$ cat src/rtl/core/pkbc_pkg.sv
`timescale 1ns / 1ps

package pkbc_pkg;

   // field widths
   localparam int DATA_W = 8;
   localparam int KEY_W  = 32;
   localparam int SEL_W  = 2;
   localparam int WORD_W = 32;
   localparam int FIB_W  = 16;

   // generator constants
   localparam logic [WORD_W-1:0] GALOIS_TAPS    = 32'hD000_0001;
   localparam logic [WORD_W-1:0] LCG_MUL        = 32'd1103515245;
   localparam logic [WORD_W-1:0] LCG_ADD        = 32'd12345;
   localparam logic [WORD_W-1:0] GALOIS_DEFAULT = 32'h0000_0001;
   localparam logic [WORD_W-1:0] LCG_DEFAULT    = 32'h0000_0000;
   localparam logic [FIB_W-1:0]  FIB_DEFAULT    = 16'hACE1;
   localparam logic [DATA_W-1:0] KS_MODULUS     = 8'hFF;

   // generator choice; the unused code behaves as the Fibonacci generator
   typedef enum logic [SEL_W-1:0] {
      GEN_GALOIS = 2'd0,
      GEN_LCG    = 2'd1,
      GEN_FIB    = 2'd2
   } gen_sel_type;

   // byte operation
   typedef enum logic {
      FUNC_CRYPT     = 1'b0,
      FUNC_RANDOMIZE = 1'b1
   } func_type;

   // transaction held between generator stage and output stage
   typedef struct packed {
      logic              func;
      logic [DATA_W-1:0] data;
      logic [WORD_W-1:0] word;
   } stage_type;

   // one step of the 16-bit Fibonacci LFSR, taps 16 14 13 11
   function automatic logic [FIB_W-1:0] fib_once(input logic [FIB_W-1:0] s);
      logic fb;
      fb = s[0] ^ s[2] ^ s[3] ^ s[5];
      return {fb, s[FIB_W-1:1]};
   endfunction

endpackage

$ cat src/rtl/core/pkbc_if.sv
`timescale 1ns / 1ps

// request channel: one byte transaction
interface pkbc_req_if
   import pkbc_pkg::*;
   ();
   logic              valid;
   logic              ready;
   logic              func;
   logic              new_message;
   logic [KEY_W-1:0]  key;
   logic [DATA_W-1:0] data_in;

   modport source (output valid, func, new_message, key, data_in, input ready);
   modport sink   (input valid, func, new_message, key, data_in, output ready);
endinterface

// response channel: one transformed byte
interface pkbc_rsp_if
   import pkbc_pkg::*;
   ();
   logic              valid;
   logic              ready;
   logic [DATA_W-1:0] data_out;

   modport source (output valid, data_out, input ready);
   modport sink   (input valid, data_out, output ready);
endinterface

// register write channel: generator_select
interface pkbc_csr_if
   import pkbc_pkg::*;
   ();
   logic             valid;
   logic             ready;
   logic [SEL_W-1:0] data;

   modport source (output valid, data, input ready);
   modport sink   (input valid, data, output ready);
endinterface

$ cat src/rtl/core/pkbc_keygen.sv
`timescale 1ns / 1ps

module pkbc_keygen
   import pkbc_pkg::*;
   (
   input  logic          clock,
   input  logic          reset,
   pkbc_req_if.sink      req,
   pkbc_csr_if.sink      csr,
   output logic          stage_valid,
   output stage_type     stage,
   input  logic          stage_ready
   );

   gen_sel_type       sel_ff, sel_in;
   logic [WORD_W-1:0] seed_ff, seed_in;
   logic              s1_valid_ff, s1_valid_in;
   stage_type         s1_ff, s1_in;

   logic              accept;
   logic              reseed;
   logic [WORD_W-1:0] base;
   logic [WORD_W-1:0] lcg_prod;
   logic [FIB_W-1:0]  fib_a;
   logic [FIB_W-1:0]  fib_b;
   logic [WORD_W-1:0] next_seed;
   logic [WORD_W-1:0] word;

   // handshakes
   assign csr.ready = 1'b1;
   assign req.ready = !s1_valid_ff || stage_ready;
   assign accept    = req.valid && req.ready;

   // seed source: key on the first crypt byte of a message
   assign reseed = (req.func == FUNC_CRYPT) && req.new_message;

   always_comb begin
      base = seed_ff;
      if (reseed) begin
         if (sel_ff == GEN_GALOIS || sel_ff == GEN_LCG) begin
            base = req.key;
         end else begin
            base = {{(WORD_W-FIB_W){1'b0}}, req.key[FIB_W-1:0]};
         end
      end
   end

   // one generator step
   assign lcg_prod = base * LCG_MUL + LCG_ADD;
   assign fib_a    = fib_once(base[FIB_W-1:0]);
   assign fib_b    = fib_once(fib_a);

   always_comb begin
      unique case (sel_ff)
         GEN_GALOIS: begin
            next_seed = (base >> 1) ^ (base[0] ? GALOIS_TAPS : '0);
            word      = next_seed;
         end
         GEN_LCG: begin
            next_seed = {1'b0, lcg_prod[WORD_W-2:0]};
            word      = next_seed;
         end
         default: begin
            next_seed = {{(WORD_W-FIB_W){1'b0}}, fib_b};
            word      = {fib_a, fib_b};
         end
      endcase
   end

   // selector and seed; a selector write also loads that generator's default seed
   always_comb begin
      sel_in  = sel_ff;
      seed_in = seed_ff;
      if (csr.valid && csr.ready) begin
         sel_in = gen_sel_type'(csr.data);
         unique case (gen_sel_type'(csr.data))
            GEN_GALOIS: seed_in = GALOIS_DEFAULT;
            GEN_LCG:    seed_in = LCG_DEFAULT;
            default:    seed_in = {{(WORD_W-FIB_W){1'b0}}, FIB_DEFAULT};
         endcase
      end else if (accept) begin
         seed_in = next_seed;
      end
   end

   // stage register
   always_comb begin
      s1_valid_in = s1_valid_ff;
      s1_in       = s1_ff;
      if (accept) begin
         s1_valid_in = 1'b1;
         s1_in.func  = req.func;
         s1_in.data  = req.data_in;
         s1_in.word  = word;
      end else if (stage_ready) begin
         s1_valid_in = 1'b0;
      end
   end

   always_ff @(posedge clock) begin
      if (reset) begin
         sel_ff      <= GEN_GALOIS;
         seed_ff     <= GALOIS_DEFAULT;
         s1_valid_ff <= 1'b0;
      end else begin
         sel_ff      <= sel_in;
         seed_ff     <= seed_in;
         s1_valid_ff <= s1_valid_in;
      end
   end

   always_ff @(posedge clock) begin
      s1_ff <= s1_in;
   end

   assign stage_valid = s1_valid_ff;
   assign stage       = s1_ff;

   // LCG state never carries bit 31
   a_lcg_width: assert property (@(posedge clock) disable iff (reset)
      (sel_ff == GEN_LCG) |-> !seed_ff[WORD_W-1])
      else $error("LCG seed has bit 31 set");

   // Fibonacci state stays within 16 bits
   a_fib_width: assert property (@(posedge clock) disable iff (reset)
      (sel_ff != GEN_GALOIS && sel_ff != GEN_LCG) |-> (seed_ff[WORD_W-1:FIB_W] == '0))
      else $error("Fibonacci seed wider than 16 bits");

   // a held stage transaction is not overwritten
   a_stage_hold: assert property (@(posedge clock) disable iff (reset)
      (s1_valid_ff && !stage_ready) |=> (s1_valid_ff && $stable(s1_ff)))
      else $error("stalled stage transaction changed");

   // seed moves only on an accepted transaction or a selector write
   a_seed_still: assert property (@(posedge clock) disable iff (reset)
      (!accept && !csr.valid) |=> $stable(seed_ff))
      else $error("seed changed without a transaction");

endmodule

$ cat src/rtl/core/pkbc_mix.sv
`timescale 1ns / 1ps

module pkbc_mix
   import pkbc_pkg::*;
   (
   input  logic          clock,
   input  logic          reset,
   input  logic          stage_valid,
   input  stage_type     stage,
   output logic          stage_ready,
   pkbc_rsp_if.source    rsp
   );

   logic              out_valid_ff, out_valid_in;
   logic [DATA_W-1:0] out_data_ff, out_data_in;

   logic [DATA_W+1:0] byte_sum;
   logic [DATA_W:0]   fold;
   logic [DATA_W-1:0] ks;

   // word mod 255: bytes add since 256 = 1 (mod 255), then one fold and correction
   assign byte_sum = {2'b00, stage.word[7:0]}   + {2'b00, stage.word[15:8]}
                   + {2'b00, stage.word[23:16]} + {2'b00, stage.word[31:24]};
   assign fold     = {1'b0, byte_sum[DATA_W-1:0]} + {{(DATA_W-1){1'b0}}, byte_sum[DATA_W+1:DATA_W]};

   always_comb begin
      if (fold >= {1'b0, KS_MODULUS}) begin
         ks = DATA_W'(fold - {1'b0, KS_MODULUS});
      end else begin
         ks = fold[DATA_W-1:0];
      end
   end

   // output register
   assign stage_ready = !out_valid_ff || rsp.ready;

   always_comb begin
      out_valid_in = out_valid_ff;
      out_data_in  = out_data_ff;
      if (stage_ready) begin
         out_valid_in = stage_valid;
         if (stage_valid) begin
            out_data_in = (stage.func == FUNC_CRYPT) ? (stage.data ^ ks) : ks;
         end
      end
   end

   always_ff @(posedge clock) begin
      if (reset) begin
         out_valid_ff <= 1'b0;
      end else begin
         out_valid_ff <= out_valid_in;
      end
   end

   always_ff @(posedge clock) begin
      out_data_ff <= out_data_in;
   end

   assign rsp.valid    = out_valid_ff;
   assign rsp.data_out = out_data_ff;

   // a moved stage transaction shows up on the output
   a_stage_to_out: assert property (@(posedge clock) disable iff (reset)
      (stage_valid && stage_ready) |=> out_valid_ff)
      else $error("stage transaction lost");

   // keystream byte never reaches the modulus
   a_ks_range: assert property (@(posedge clock) disable iff (reset)
      stage_valid |-> (ks != KS_MODULUS))
      else $error("keystream byte out of range");

endmodule

$ cat src/rtl/core/prng_keystream_byte_cipher_top.sv
`timescale 1ns / 1ps

// Channel  Modport  Carries                                    Transaction
// req      sink     func, new_message, key[31:0], data_in[7:0] valid && ready
// rsp      source   data_out[7:0]                              valid && ready
// csr      sink     data[1:0] (generator_select)               valid && ready
//
// One byte per cycle sustained while rsp is ready; a request passes the stage register, then the output register.
// The limit is the seed feedback: key select, one generator step (LCG multiply) per cycle.
// Reset: Galois generator, seed 1; no pipeline contents. csr is always ready.
// A stalled response holds its byte; the generator stage still takes one more byte,
// then req.ready drops until the response is taken.

module prng_keystream_byte_cipher_top
   import pkbc_pkg::*;
   (
   input  logic        clock,
   input  logic        reset,
   pkbc_req_if.sink    req_if,
   pkbc_rsp_if.source  rsp_if,
   pkbc_csr_if.sink    csr_if
   );

   logic      stage_valid;
   logic      stage_ready;
   stage_type stage;

   // seed, generator step, stage register
   pkbc_keygen u_keygen (
      .clock       (clock),
      .reset       (reset),
      .req         (req_if),
      .csr         (csr_if),
      .stage_valid (stage_valid),
      .stage       (stage),
      .stage_ready (stage_ready)
   );

   // keystream byte and output register
   pkbc_mix u_mix (
      .clock       (clock),
      .reset       (reset),
      .stage_valid (stage_valid),
      .stage       (stage),
      .stage_ready (stage_ready),
      .rsp         (rsp_if)
   );

endmodule

$ cat src/flat_wrapper.sv
// flat-port wrapper written by rule: the top's interface ports become plain ports
module prng_keystream_byte_cipher_top_flat import pkbc_pkg::*;
  (clock, reset, req_if_valid, req_if_func, req_if_new_message, req_if_key, req_if_data_in, req_if_ready, rsp_if_valid, rsp_if_data_out, rsp_if_ready, csr_if_valid, csr_if_data, csr_if_ready);
  pkbc_req_if req_if_i ();
  pkbc_rsp_if rsp_if_i ();
  pkbc_csr_if csr_if_i ();
  input  logic clock;
  input  logic reset;
  input wire logic [$bits(req_if_i.valid)-1:0] req_if_valid;
  input wire logic [$bits(req_if_i.func)-1:0] req_if_func;
  input wire logic [$bits(req_if_i.new_message)-1:0] req_if_new_message;
  input wire logic [$bits(req_if_i.key)-1:0] req_if_key;
  input wire logic [$bits(req_if_i.data_in)-1:0] req_if_data_in;
  output wire logic [$bits(req_if_i.ready)-1:0] req_if_ready;
  output wire logic [$bits(rsp_if_i.valid)-1:0] rsp_if_valid;
  output wire logic [$bits(rsp_if_i.data_out)-1:0] rsp_if_data_out;
  input wire logic [$bits(rsp_if_i.ready)-1:0] rsp_if_ready;
  input wire logic [$bits(csr_if_i.valid)-1:0] csr_if_valid;
  input wire logic [$bits(csr_if_i.data)-1:0] csr_if_data;
  output wire logic [$bits(csr_if_i.ready)-1:0] csr_if_ready;
  assign req_if_i.valid = req_if_valid;
  assign req_if_i.func = req_if_func;
  assign req_if_i.new_message = req_if_new_message;
  assign req_if_i.key = req_if_key;
  assign req_if_i.data_in = req_if_data_in;
  assign req_if_ready = req_if_i.ready;
  assign rsp_if_valid = rsp_if_i.valid;
  assign rsp_if_data_out = rsp_if_i.data_out;
  assign rsp_if_i.ready = rsp_if_ready;
  assign csr_if_i.valid = csr_if_valid;
  assign csr_if_i.data = csr_if_data;
  assign csr_if_ready = csr_if_i.ready;
  prng_keystream_byte_cipher_top u_core (.clock(clock), .reset(reset), .req_if(req_if_i), .rsp_if(rsp_if_i), .csr_if(csr_if_i));
endmodule
$ cat config.mk
export PLATFORM = sky130hd
export DESIGN_NAME = prng_keystream_byte_cipher_top_flat
export DESIGN_NICKNAME = d
export VERILOG_FILES = /design/src/rtl/core/pkbc_pkg.sv /design/src/rtl/core/pkbc_if.sv /design/src/rtl/core/pkbc_keygen.sv /design/src/rtl/core/pkbc_mix.sv /design/src/rtl/core/prng_keystream_byte_cipher_top.sv /design/src/flat_wrapper.sv
export SDC_FILE = /design/constraint.sdc
export NUM_CORES = 1
export LEC_CHECK = 0
export BUFFER_PORTS_ARGS = -buffer_cell sky130_fd_sc_hd__buf_2
export CAP_MARGIN = 30
export CORE_MARGIN = 3
export CORE_UTILIZATION = 29
export CTS_BUF_LIST = sky130_fd_sc_hd__clkbuf_16
export CTS_CLUSTER_DIAMETER = 200
export DETAILED_ROUTE_END_ITERATION = 8
export SLEW_MARGIN = 40
export SYNTH_ARGS = -nofsm -noshare
export SYNTH_HDL_FRONTEND = slang
export SYNTH_SLANG_ARGS = --single-unit
$ cat constraint.sdc
create_clock -name clock -period 10.8 [get_ports clock]
set_input_delay 2.16 -clock clock [delete_from_list [all_inputs] [get_ports clock]]
set_output_delay 2.16 -clock clock [all_outputs]
set_load 0.01 [all_outputs]
# Word level (Yosys, flattened, before mapping)
# Cells that the tools add are included.
# op_classes
add_sub_neg	6
mul	1
magnitude_cmp	1
eq_ne	2
n_mux	12
bitwise_logic	9
reduce_logical	12
# ops
cell	n
$mux W32	5
$pmux W32 S2	2
$mul A32 B31 Y31 const B	1
$pmux W16 S2	1
$xor A31 B32 Y32	1
$add A31 B14 Y31 const B	1
$add A10 B8 Y10	2
$mux W8	2
$add A8 B2 Y9	1
$add A8 B8 Y9	1
$ge A9 B8 Y1 const B	1
$sub A8 B8 Y8 const B	1
$xor A8 B8 Y8	1
$xor A1 B1 Y1	6
$eq A2 B1 Y1 const B	2
$logic_not A2 Y1	2
$reduce_bool A2 Y1	2
$logic_or A1 B1 Y1	3
$logic_and A1 B1 Y1	2
$logic_not A1 Y1	2
$mux W1	2
$reduce_and A2 Y1	1
$not A1 Y1	1
# word_totals
reg_bits	85
inputBits	49
out_inout_bits	11
elab_cells	51

# Logic depth before layout (Yosys ltp)
# logic_depth
depth_word	10
mapped_depth	32
mapped_depth_nobuf	28

# Hierarchy
# A second synthesis with hierarchy kept.
# hier_totals
cells_unflattened	1476
area_unflattened_um2	13758.2
# modules_own_cells
mod	instances	cells_each	area_per_inst_um2	seq_area_each_um2
pkbc_keygen	1	1304	12206.7	1931.9
pkbc_mix	1	172	1551.5	260.2

# Least setup slack after synthesis
# Ideal clock, no wire load.
# synth_path
path_type	input to register
from	in req_if_func
to	reg u_core.u_keygen.s1_ff (netlist bit u_core.u_keygen.stage[28]) (data pin)
setup_time_ns	0.260
arrival_ns	9.555
t_required_ns	10.540
slack_ns	0.985
stages	30
path_buffers	3
cell_sequence	nand2b_1 buf_6 buf_2 clkbuf_1 mux2i_1 inv_1 ha_1 xor2_1 ha_1 a21oi_1 fa_1 fa_1 inv_1 fa_1 inv_1 fa_1 inv_1 fa_1 inv_1 fa_1 inv_1 ha_1 a21o_1 a21oi_1 nor2_1 o311ai_0 nand3_1 a2111oi_0 a221oi_1 mux2_2
# synth_via
elab_chain_len	6
word_cells_on_any_way	8
classes_between	add/sub: 1; mul: 1; mux: 3; bitwise: 2; reduce/logical: 1
# synth_lines
item	line	rtl
start, declared	flat_wrapper.sv:10	input wire logic [$bits(req_if_i.func)-1:0] req_if_func;
$not A1 Y1 *	pkbc_keygen.sv:35	assign reseed = (req.func == FUNC_CRYPT) && req.new_message;
$logic_and A1 B1 Y1 *	pkbc_keygen.sv:35	
$mux W32 *	pkbc_keygen.sv:39	if (reseed) begin
$mul A32 B31 Y31 or $mux W32 (tied branches)	pkbc_keygen.sv:49, pkbc_keygen.sv:56	
$add A31 B14 Y31 or $xor A31 B32 Y32 (tied branches)	pkbc_keygen.sv:49, pkbc_keygen.sv:56	
$pmux W32 S2 *	pkbc_keygen.sv:54	unique case (sel_ff)
named net u_core.u_keygen.word[28]	pkbc_keygen.sv:27	logic [WORD_W-1:0] word;
end signal, assigned	pkbc_keygen.sv:113	s1_ff <= s1_in;
end, declared	pkbc_keygen.sv:18	stage_type s1_ff, s1_in;
# The timed path passes the listed nets; every way through them passes the cells marked *.
# A chain may end at the register's enable or synchronous reset.

# Worst setup path in the final report
# Ends and elaborated chain as after synthesis.

==> impl_metrics.yaml <==
run_status:
  status: "finished, final reports clean"
clock_network:
  cts_tree: "built"
  numCtsBuffers: 9
  clockRootBuffer: "clkbuf_16"
  clk_pin_slew_worst_paths_ps: 70
  insertion_delay_ps: 350
  post_cts_buffers: 0
  clock_tree.buffer_depth: 2
  clock-sinks: 85
  ctsHtreeMaxLevel: 3
setup_path:
  path_max_fanout: 21
  r2r-start: "u_core.u_keygen.sel_ff[1]$_SDFFE_PP0P_"
  crit_path_start_kind: "input port"
  cp-end-kind: "flop"
  worstSetupPathType: "input port to flop"
  cp.required_ps: 10900
  crit_arrival_ps: 10520
  reg2reg_depth: 27
  rrSetupSlack_ps: 2630
  r2r-end: "u_core.u_keygen.stage[28]$_DFFE_PP_"
synthesis:
  synth_top_area_share_pct: 26.6
  synth_seq_area_share_pct: 15.7
  synth.cell_area_um2: 13900
  ys_types: 68
  ys_warn_count: 0
  synth.largest_area_cell: "fa_1"
  syn_nets: 1929
  synth-edff-count: 49
  synth_seq_cells: 85
  async_flop_share_pct: 0
  synth_area_leaders: "fa_1 (27%), ha_1 (19%), inv_1 (11%)"
  synthCells: 1482
  synth.avg_cell_area_um2: 9.39
  synthFlopType: "edfxtp_1"
finish:
  layout-drive-gt1-share_pct: 8.30
  finalInstanceArea_um2: 15400
  nets: 1997
  final_common_cell: "inv_1"
  final_cell_mix: "inv_1 (407), ha_1 (213), fa_1 (185)"
  utilization_pct: 32.7
  syn_to_final_growth_pct: 10.4
die:
  die_x_um: 225
  coreArea_um2: 47000
  ios: 60
  fp.dieArea_um2: 50700
  row_count: 79
  fp.dieH_um: 225
  start_util_pct: 29.6
grt:
  grt_pass1_vias: 11100
  grt_pass1_wl_mm: 62.7
  grt.total_usage_pct: 16.1
  grt_overflow: 0
  grt_max_degree: 56
  antenna_found_initial: 0
place:
  io_buffers: 58
  hpwlAfterDp_mm: 34.3
  gp_congestion: 0.957
  dpl-instance-area_um2: 15100
drt:
  first_pass_iters: 5
  final_antenna_net_count: 0
  vias_per_cell: 4.76
  dr_total_vias: 10300
  drc: 0
  drt-initial-drc-count: 700
  drt_wl_total_mm: 39.6
  routedWlPerCell_um: 18.3
hold_path:
  hp-class: "flop to flop"
  min_from: "u_core.u_keygen.seed_ff[1]$_SDFFE_PP0P_"
  worstHoldEndpoint: "u_core.u_keygen.seed_ff[1]$_SDFFE_PP0P_"
  hold_depth: 2
timing:
  skew_ps: 11.7
  hold_violations: 0
  timing.slew.headroom_pct: 43.4
  tightest_slew_ps: 838
  rsz0062_at_grt: "no"
  timing.fmax_mhz: 96.0
  finalCritPeriodShare_pct: 96.5
  slew_viol_final: 0
  setup-violations-final: 0
  final.min_clock_period_ps: 10420
  finalSetupTns_ps: 0
job:
  drv_cap: 0
[per-stage QoR]
| stage | hold WS (ps) | cells | setup WS, ps |
|---|---|---|---|
| after CTS | 459 | 2162 | 452 |
| after global routing | 480 | 2162 | 11.7 |
| after floorplan | 425 | 1482 | 985 |
| final | 462 | 2163 | 381 |
| after detailed placement | 449 | 2146 | 94.2 |
| after global placement | 445 | 2146 | 153 |
[per-layer routing]
| metal | vias to the layer above | part of all wire [%] | track usage, % |
|---|---|---|---|
| li1 | 4846 | - | - |
| met1 | 5082 | 44 | 21.2 |
| met2 | 314 | 48 | 28.0 |
| met3 | 48 | 5.5 | 2.11 |
| met4 | 0 | 2.3 | 4.04 |
| met5 | - | 0 | 0 |
[state kept, by name, indices dropped and copies added (netlist names)]
register,cells
u_core.u_keygen.sel_ff,2
u_core.u_keygen.stage,41
u_core.u_keygen.seed_ff,32
u_core.u_mix.rsp.data_out,8
u_core.u_mix.rsp.valid,1
u_core.u_keygen.stage_valid,1
[synthesized netlist by cell type, types with 28 or more instances]
cell / instances
a21o_1: 28
a21oi_1: 65
dfxtp_1: 36
edfxtp_1: 49
fa_1: 185
ha_1: 213
inv_1: 408
mux2i_1: 28
nand2_1: 78
nor2_1: 51
xnor2_1: 67
[cell type report]
cell class | count | area, µm²
fillers | 4815 | 31600
multi-input cells | 957 | 10100
flip-flops and latches | 85 | 2190
inverters | 408 | 1530
well taps | 607 | 759
repair buffers | 89 | 523
clock buffers | 10 | 250
clock inverters | 6 | 40.0
diodes | 1 | 2.50
[worst max path at each step]
stage               depth (start not counted)                                  end         from  slack [ps]
floorplan                                  30  u_core.u_keygen.stage[28]$_DFFE_PP_  req_if_func         980
global placement                           28  u_core.u_keygen.stage[28]$_DFFE_PP_  req_if_func         150
detailed placement                         28  u_core.u_keygen.stage[28]$_DFFE_PP_  req_if_func          90
CTS                                        28  u_core.u_keygen.stage[28]$_DFFE_PP_  req_if_func         450
global route                               28  u_core.u_keygen.stage[28]$_DFFE_PP_  req_if_func          10
finish                                     28  u_core.u_keygen.stage[28]$_DFFE_PP_  req_if_func         380
[kinds of logic (layout without fill, tap and decap cells)]
| logic type | Yosys count | count (layout) | share of synthesized area, % |
|---|---|---|---|
| buf+inv | 440 | 513 | 12.0 |
| other cells | 1 | 2 | 0.0269 |
| simple gates | 228 | 228 | 8.18 |
| flops | 85 | 85 | 15.7 |
| mux | 36 | 36 | 2.74 |
| fa+ha+maj | 398 | 398 | 45.8 |
| xor+xnor | 84 | 84 | 5.58 |
| compound gates | 210 | 210 | 10.0 |
[repair_timing]
item                                   in CTS  in global routing
endpoints found under the hold margin       0                  0
resized for setup                           0                  1
hold buffers                                0                  0
setup endpoints to repair                   0                  1
[worst max-delay path, cell delays in order]
cell	delay, ps
buf_2	120
nand2b_2	550
mux2i_1	600
inv_1	280
ha_1	560
xor2_1	370
ha_1	210
a21oi_1	70
fa_1	490
fa_1	520
inv_1	50
fa_1	510
inv_1	50
fa_1	470
inv_1	50
fa_1	530
inv_1	60
fa_1	520
inv_1	40
ha_1	370
and3_1	260
nand2_1	140
nor2_1	80
a22oi_1	420
nand3_1	160
a2111oi_0	440
a221oi_1	120
mux2_2	290
Power is not shown: default switching activity piles up to over one toggle a cycle in this logic, so the estimate is an artifact.
